[src/sv/lifo_stack_with_cursor_unit_macros.svh]
// ----------------------------------------------------------------------------
// LIFO stack with cursor: assertion macros
// Property wrappers for the top level, the one file that carries assertions.
// ----------------------------------------------------------------------------
`ifndef LIFO_STACK_WITH_CURSOR_UNIT_MACROS_SVH
`define LIFO_STACK_WITH_CURSOR_UNIT_MACROS_SVH

`ifndef NO_ASSERTIONS

// Same-cycle implication, checked outside reset.
`define LSCU_ASSERT_IMP(label, clk, rst_n, ante, cons, msg) \
    label: assert property (@(posedge clk) disable iff (!rst_n) (ante) |-> (cons)) \
        else $error(msg);

// Next-cycle implication, checked outside reset.
`define LSCU_ASSERT_NXT(label, clk, rst_n, ante, cons, msg) \
    label: assert property (@(posedge clk) disable iff (!rst_n) (ante) |=> (cons)) \
        else $error(msg);

`else

`define LSCU_ASSERT_IMP(label, clk, rst_n, ante, cons, msg)
`define LSCU_ASSERT_NXT(label, clk, rst_n, ante, cons, msg)

`endif

`endif

[src/sv/lscu_pkg.sv]
// ----------------------------------------------------------------------------
// LIFO stack with cursor: shared package
// Sizes, operation and status codes, and the structs passed between modules.
// ----------------------------------------------------------------------------
`default_nettype none

package lscu_pkg;

    localparam int DEPTH     = 256;
    localparam int WORD_BITS = 32;
    localparam int ADDR_W    = $clog2(DEPTH);
    localparam int LEN_W     = $clog2(DEPTH + 1);
    localparam int CNT_W     = 9;
    localparam int OP_W      = 3;
    localparam int ST_W      = 2;

    typedef enum logic [OP_W-1:0] {
        OP_PUSH  = 3'd0,
        OP_POP   = 3'd1,
        OP_MPOP  = 3'd2,
        OP_PEEK  = 3'd3,
        OP_FWD   = 3'd4,
        OP_BWD   = 3'd5,
        OP_CLEAR = 3'd6
    } op_t;

    typedef enum logic [ST_W-1:0] {
        ST_OK    = 2'd0,
        ST_EMPTY = 2'd1,
        ST_FULL  = 2'd2
    } status_t;

    // One access to the entry store per request.
    typedef struct packed {
        logic                 we;
        logic                 re;
        logic [ADDR_W-1:0]    addr;
        logic [WORD_BITS-1:0] wdata;
    } mem_req_t;

    // Everything the result needs apart from the word read from the store.
    typedef struct packed {
        status_t          status;
        logic [LEN_W-1:0] fill;
        logic             hit;
    } res_info_t;

endpackage

`default_nettype wire

[src/sv/lscu_ctrl.sv]
// ----------------------------------------------------------------------------
// LIFO stack with cursor: control
// Holds the length and cursor, decodes each request into at most one store access
// and the status and fill level of its result.
// ----------------------------------------------------------------------------
`default_nettype none

module lscu_ctrl (
    input  wire logic                               clk,
    input  wire logic                               rst_n,
    input  wire logic                               fire,
    input  wire logic [lscu_pkg::OP_W-1:0]          opcode,
    input  wire logic [lscu_pkg::WORD_BITS-1:0]     push_value,
    input  wire logic [lscu_pkg::CNT_W-1:0]         drop_count,
    output lscu_pkg::mem_req_t                      mem_req,
    output lscu_pkg::res_info_t                     res
);
    import lscu_pkg::*;

    logic [LEN_W-1:0] len_reg, len_next;
    logic [LEN_W-1:0] cidx_reg, cidx_next;
    logic             cval_reg, cval_next;

    logic [LEN_W-1:0] len_dec;
    logic [LEN_W-1:0] fwd_idx;
    logic [LEN_W-1:0] mpop_len;
    logic             is_empty;
    logic             is_full;
    logic [ADDR_W-1:0] rd_addr;
    logic             rd_en;
    logic             wr_en;
    status_t          st;

    assign len_dec  = len_reg - 1'b1;
    assign is_empty = (len_reg == '0);
    assign is_full  = (len_reg == LEN_W'(DEPTH));
    assign fwd_idx  = cval_reg ? (cidx_reg + 1'b1) : '0;
    assign mpop_len = (len_reg < drop_count) ? '0 : (len_reg - drop_count);

    always_comb
    begin
        len_next  = len_reg;
        cidx_next = cidx_reg;
        cval_next = cval_reg;
        rd_addr   = '0;
        rd_en     = 1'b0;
        wr_en     = 1'b0;
        st        = ST_OK;
        case (op_t'(opcode))
            OP_PUSH:
            begin
                if (is_full)
                begin
                    st = ST_FULL;
                end
                else
                begin
                    wr_en    = 1'b1;
                    len_next = len_reg + 1'b1;
                end
            end
            OP_POP:
            begin
                if (is_empty)
                begin
                    st = ST_EMPTY;
                end
                else
                begin
                    len_next = len_dec;
                    rd_en    = 1'b1;
                    rd_addr  = len_dec[ADDR_W-1:0];
                    if (len_dec == '0)
                    begin
                        cval_next = 1'b0;
                    end
                end
            end
            OP_MPOP:
            begin
                len_next = mpop_len;
                if (mpop_len == '0)
                begin
                    cval_next = 1'b0;
                end
            end
            OP_PEEK:
            begin
                if (is_empty)
                begin
                    st = ST_EMPTY;
                end
                else
                begin
                    rd_en   = 1'b1;
                    rd_addr = len_dec[ADDR_W-1:0];
                end
            end
            OP_FWD:
            begin
                if (is_empty)
                begin
                    cval_next = 1'b0;
                    st        = ST_EMPTY;
                end
                else
                begin
                    cidx_next = fwd_idx;
                    if (fwd_idx >= len_reg)
                    begin
                        cval_next = 1'b0;
                        st        = ST_EMPTY;
                    end
                    else
                    begin
                        cval_next = 1'b1;
                        rd_en     = 1'b1;
                        rd_addr   = fwd_idx[ADDR_W-1:0];
                    end
                end
            end
            OP_BWD:
            begin
                if (is_empty)
                begin
                    cval_next = 1'b0;
                    st        = ST_EMPTY;
                end
                else if (!cval_reg || (cidx_reg >= len_reg))
                begin
                    cidx_next = len_dec;
                    cval_next = 1'b1;
                    rd_en     = 1'b1;
                    rd_addr   = len_dec[ADDR_W-1:0];
                end
                else if (cidx_reg == '0)
                begin
                    cval_next = 1'b0;
                    st        = ST_EMPTY;
                end
                else
                begin
                    cidx_next = cidx_reg - 1'b1;
                    rd_en     = 1'b1;
                    rd_addr   = cidx_next[ADDR_W-1:0];
                end
            end
            OP_CLEAR:
            begin
                len_next = '0;
            end
            default:
            begin
                len_next = len_reg;
            end
        endcase
    end

    always_ff @(posedge clk or negedge rst_n)
    begin
        if (!rst_n)
        begin
            len_reg  <= '0;
            cidx_reg <= '0;
            cval_reg <= 1'b0;
        end
        else if (fire)
        begin
            len_reg  <= len_next;
            cidx_reg <= cidx_next;
            cval_reg <= cval_next;
        end
    end

    // A push writes at the old length; every read address lies below it.
    assign mem_req.we    = fire & wr_en;
    assign mem_req.re    = fire & rd_en;
    assign mem_req.addr  = wr_en ? len_reg[ADDR_W-1:0] : rd_addr;
    assign mem_req.wdata = push_value;

    assign res.status = st;
    assign res.fill   = len_next;
    assign res.hit    = rd_en;

endmodule

`default_nettype wire

[config.mk]
export PLATFORM = sky130hd
export DESIGN_NAME = lscu_ctrl
export DESIGN_NICKNAME = d
export VERILOG_FILES = /design/src/sv/lifo_stack_with_cursor_unit_macros.svh /design/src/sv/lscu_pkg.sv /design/src/sv/lscu_ctrl.sv
export SDC_FILE = /design/constraint.sdc
export NUM_CORES = 1
export LEC_CHECK = 0
export ABC_AREA = 1
export BUFFER_PORTS_ARGS = -buffer_cell sky130_fd_sc_hd__buf_2
export CORE_ASPECT_RATIO = 0.8
export CORE_MARGIN = 1
export CORE_UTILIZATION = 40
export CTS_BUF_LIST = sky130_fd_sc_hd__clkbuf_8
export CTS_CLUSTER_SIZE = 24
export DETAILED_ROUTE_END_ITERATION = 6
export GPL_TIMING_DRIVEN = 0
export SLEW_MARGIN = 20
export SYNTH_ARGS = -nofsm -noshare
export SYNTH_HDL_FRONTEND = slang
export SYNTH_SLANG_ARGS = --single-unit
[constraint.sdc]
create_clock -name clk -period 8.49 [get_ports clk]
set_input_delay 2.547 -clock clk [delete_from_list [all_inputs] [get_ports clk]]
set_output_delay 2.547 -clock clk [all_outputs]
set_load 0.01 [all_outputs]
* After elaboration in Yosys (flattened, before gate mapping)
Index checks and enable logic that the tools add are counted.
Word-level totals: output and inout port bits 54, register bits after elaboration 19, bits of input ports 47, word-level logic and storage cells 81
Cells by class: add/subtract/negate cells 5, $lt $le $gt $ge 3, mux-type cells 42, eq/ne operators 14, bitwise operators 2, reduce and logical (&&, ||, !) cells 12
Operator list (count):
- $mux 9 | 8
- $mux 8 | 7
- $logic_not 9->1 | 4
- $pmux 9 s4 | 1
- $pmux 8 s3 | 1
- $mux 1 | 20
- $add 9x1->9 const B | 2
- $ge 9x9->1 | 2
- $pmux 9 s2 | 1
- $sub 9x1->9 const B | 2
- $ne 2x2->1 const B | 5
- $eq 3x3->1 const B | 3
- $eq 9x9->1 const B | 1
- $lt 9x9->1 | 1
- $sub 9x9->9 | 1
- $pmux 2 s4 | 1
- $eq 3x2->1 const B | 2
- $reduce_and 6->1 | 1
- $reduce_and 5->1 | 1
- $ne 4x4->1 const B | 1
- $pmux 1 s4 | 1
- $reduce_bool 4->1 | 1
- $eq 3x1->1 const B | 1
- $logic_not 3->1 | 1
- 8 further kinds | 9

* Logic depth before layout (Yosys ltp)
depth after elaboration 7, gate-level depth with buffers 17, mapped depth without buffers 17

* Least setup slack after synthesis
No wires, ideal clock.
kind input -> output, from input drop_count[3] (netlist name), to output res[6] (netlist name), buffers on the path 1, setup slack 2064 ps, required time 5943 ps, cell stages on the path 11, arrival 3879 ps, cell sequence inv_1 > ha_1 > nand2_1 > inv_1 > nand2_1 > nand2_1 > nand2_1 > nand3_1 > buf_2 > nand3_1 > o2111ai_1
RTL lines:
- from (decl) | line lscu_ctrl.sv:14 | input wire logic [lscu_pkg::CNT_W-1:0] drop_count,
- to (decl) | line lscu_ctrl.sv:16 | output lscu_pkg::res_info_t res

==> results by stage <==
Drt:
- The routed wire length is 11.8 mm.
- After detailed routing, the number of remaining DRC violations is 0.
- The detailed-routing iteration count for the pre-antenna-repair pass is 5.
- Dividing the detail-routed via count by the number of cells gives 5.43.
- The final routed wire length divided by cell count is 15.7 um.
- The number of DRC markers in iteration 0 is 299.
- The number of nets with antenna violations after detailed routing is 0.
- The total via count after detailed routing is 4,059.

Logic synthesis:
- The number of nets handed over by synthesis was 643.
- The synthesized netlist occupies a cell area of approximately 3600 um^2.
- The fraction of the yosys area taken by sequential cells is 0.134.
- Counting flops and latches in the post-synthesis netlist gives 19.
- The dominant synthesized flop cell is sky130_fd_sc_hd__dfrtp_1.
- The number of warnings issued by yosys is 0.
- For this run, asynchronously set or reset flops after synthesis account for 1.00.
- The number of enable flip-flop cells after synthesis is 0.
- After synthesis, the mean cell area works out to between 6 and 7 um^2.
- The synthesized netlist contains 47 unique library cells.
- The cell count after synthesis came out at 564.

Worst setup path:
- The arrival time at the worst endpoint is 4.33 ns.
- The worst setup path is launched from an input pin.
- For this run, the slowest stage of the critical path takes 0.36 ns.
- The critical-path maximum fanout is 10.
- The worst setup path is captured at an output pin.
- The category of the most critical setup path is input pin to output pin.
- In this run the worst setup path begins at drop_count[6].
- For the worst setup path, the data required time is 5.94 ns.
- The signal on the critical path passes through buf_2 -> inv_1 -> ha_1 -> nand2_1 -> nor2_1 -> nand3_1 -> nand3_1 -> buf_2 -> nand3_1 -> o2111ai_1 -> buf_2.
- The reg-to-reg critical path startpoint is len_reg[8].
- Among all stages on the critical path, the largest delay is contributed by sky130_fd_sc_hd__ha_1.

GRT:
- The number of global-route vias before repair is 3,691.
- The wire length of the first global-routing pass is 18.6 mm.
- The number of antenna violations at the first check in global routing is 0.
- The maximum number of pins on one net before global-route repair is 20.
- The total track usage is 0.260.
- The total congestion overflow is 0.

Timing:
- The count of endpoints failing setup in the final report is 0.
- The fraction of the cycle the final worst path needs is 0.811.
- The remaining max-slew budget at the tightest pin is 0.516.
- The final critical-path required period is 6.88 ns.
- Setup repair after global routing left no endpoint under its margin.
- The total negative slack is 0 ns.
- The number of pins with negative max-slew slack in the final report is 0.
- The number of failing hold endpoints at the final stage is 0.
- Across the routed clock network, the largest skew measured is 0.00902 ns.
- The slew at the pin closest to its max-slew limit is 0.722 ns.
- The timing-limited maximum frequency is 145 MHz.

Die:
- The overall die width is 107 um.
- The floorplan die area is 9260 um^2.
- After floorplanning, the core was divided into 30 placement rows.
- The floorplan die height is 86.3 um.
- The placeable core area is 8560 um^2.
- The starting density of the core is 0.415.
- The number of top-level pins is 101.

Flow run:
- Max-cap violations in this run came to 0.

Finish:
- Leaving out fill and tap cells, the most frequent cell in the layout is sky130_fd_sc_hd__nand2_1.
- In the layout the commonest cells are 127 x sky130_fd_sc_hd__nand2_1, 74 x sky130_fd_sc_hd__buf_2, 56 x sky130_fd_sc_hd__nand3_1, 55 x sky130_fd_sc_hd__nor2_1, 52 x sky130_fd_sc_hd__inv_1.
- Of the cells placed in the final design, the portion with a size suffix greater than 1 is 0.264.
- From synthesis to final layout, the design area changed by 14.8%.
- Counting the fill cells in the layout gives 934.
- The summed area of non-filler cells in the final layout is roughly 4000 um^2.
- 0 antenna diodes ended up in the layout.
- The utilization after layout is 0.476.
- For this run, the post-layout net count is 716.

Worst hold path:
- The min-delay analysis places its worst path in the category flip-flop to flip-flop.
- The worst hold path begins at cidx_reg[8].

Clocking:
- The number of sinks driven by the clock tree is 19.
- In this run, post-CTS hold repair placed 0 buffers.
- The quantity of gates resized following cts is 0.
- The buffer type at the clock tree root is sky130_fd_sc_hd__clkbuf_8.
- The largest buffer count on any clock path is 2.
- The insertion delay to the later sink of the worst-skew pair is 0.28 ns.
- The TritonCTS clock tree is done.
- The number of clock buffers inserted by TritonCTS is 3.
- The post-CTS repair timing setup buffer count is 0.
- The number of H-tree levels is 1.
- The clock slew at the register clock pins of the worst setup and hold paths is approximately 0.090 ns.

Run status:
- The flow ran to the end, and the final reports show no timing, DRC or antenna violations.

Pwr:
- The leakage power of the design is 0.00210 uW.
- The power per unit of standard cell area is 408 nW/um^2.
- The highest ir drop seen on vdd is 0.214 mV.

Place:
- Once placement finished, the instance area stood at 4030 um^2.
- After legalization and detailed placement, the total HPWL measured 9.73 mm.
- The placer congestion estimate is 0.914.
- Input and output buffers added on the ports amount to 68.
-- critical path, delay by kind of cell --
kind / cells / cell delay [ns]
AO/OA/AOI/OAI: 1 / 0.29
adder cells (fa/ha/maj): 1 / 0.36
buffers and inverters: 4 / 0.50
AND/OR/NAND/NOR: 5 / 0.63
-- per-stage QoR --
step | power [uW] | setup slack (ns) | cells | hold slack, ns
2_1_floorplan | 1170 | 2.06 | 564 | 0.542
3_3_place_gp | 1540 | 1.67 | 744 | 0.595
3_5_place_dp | 1550 | 1.63 | 744 | 0.602
4_1_cts | 1630 | 1.63 | 748 | 0.642
5_1_grt | 1810 | 1.40 | 748 | 0.676
6_report | 1660 | 1.61 | 748 | 0.638
-- cell families (layout without fill, tap and decap cells) --
family,Yosys count,count (layout),synth area share
AOI/OAI and AO/OA,91,91,0.165
xor gates and xnor gates,14,14,0.0345
adders and majority gates,32,32,0.115
buffers and inverters,118,190,0.166
DFF,19,19,0.134
and+or+nand+nor,290,290,0.386
-- cells in the mapped netlist (all sizes together), types with 4 or more instances --
master	count	area, um^2
xor2	13	114
o2111ai	5	43.8
o21ai	41	228
buf	42	304
nand3	60	328
inv	70	263
ha	31	388
nor3	19	133
o211ai	6	55.1
o22ai	5	50.1
nand2	131	507
dfrtp	19	475
nor2	62	284
nand4	10	62.6
a21oi	24	131
or2	4	27.5
clkbuf	5	18.8
-- routing by layer --
metal  share of wire  track usage  vias to the layer above
met5               0            0                        -
li1                -            -                     1991
met3           0.091       0.0331                       13
met1            0.49        0.391                     1857
met4           0.014       0.0498                        0
met2            0.41        0.397                      198
-- final cells by class --
class | instances | area [um^2] | area share
Inverter | 71 | 268 | 0.0657
Buffer | 47 | 323 | 0.0792
Tap cell | 112 | 140 | 0.0344
Clock inverter | 1 | 3.75 | 0.000921
Sequential cell | 19 | 475 | 0.117
Clock buffer | 3 | 41.3 | 0.0101
Timing Repair Buffer | 68 | 340 | 0.0835
Multi-Input combinational cell | 427 | 2480 | 0.610
-- report_power, final --
part / switching (uW) / internal [uW]
Sequential: 72.5 / 129
Clock: 40.0 / 32.5
Combinational: 917 / 472
-- final timing paths --
check | end | slack, ns | cells after the start
worst max-delay path | res[8] | 1.61 | 11
worst min-delay path | cidx_reg[8] | 0.64 | 2
worst max register to register | cidx_reg[0] | 5.53 | 11
worst min register to register | cidx_reg[8] | 0.64 | 2
max in group asynchronous | len_reg[3] | 5.91 | 1
min in group asynchronous | cidx_reg[6] | 2.22 | 1
Note: power is estimated with default switching activity, not from simulation.
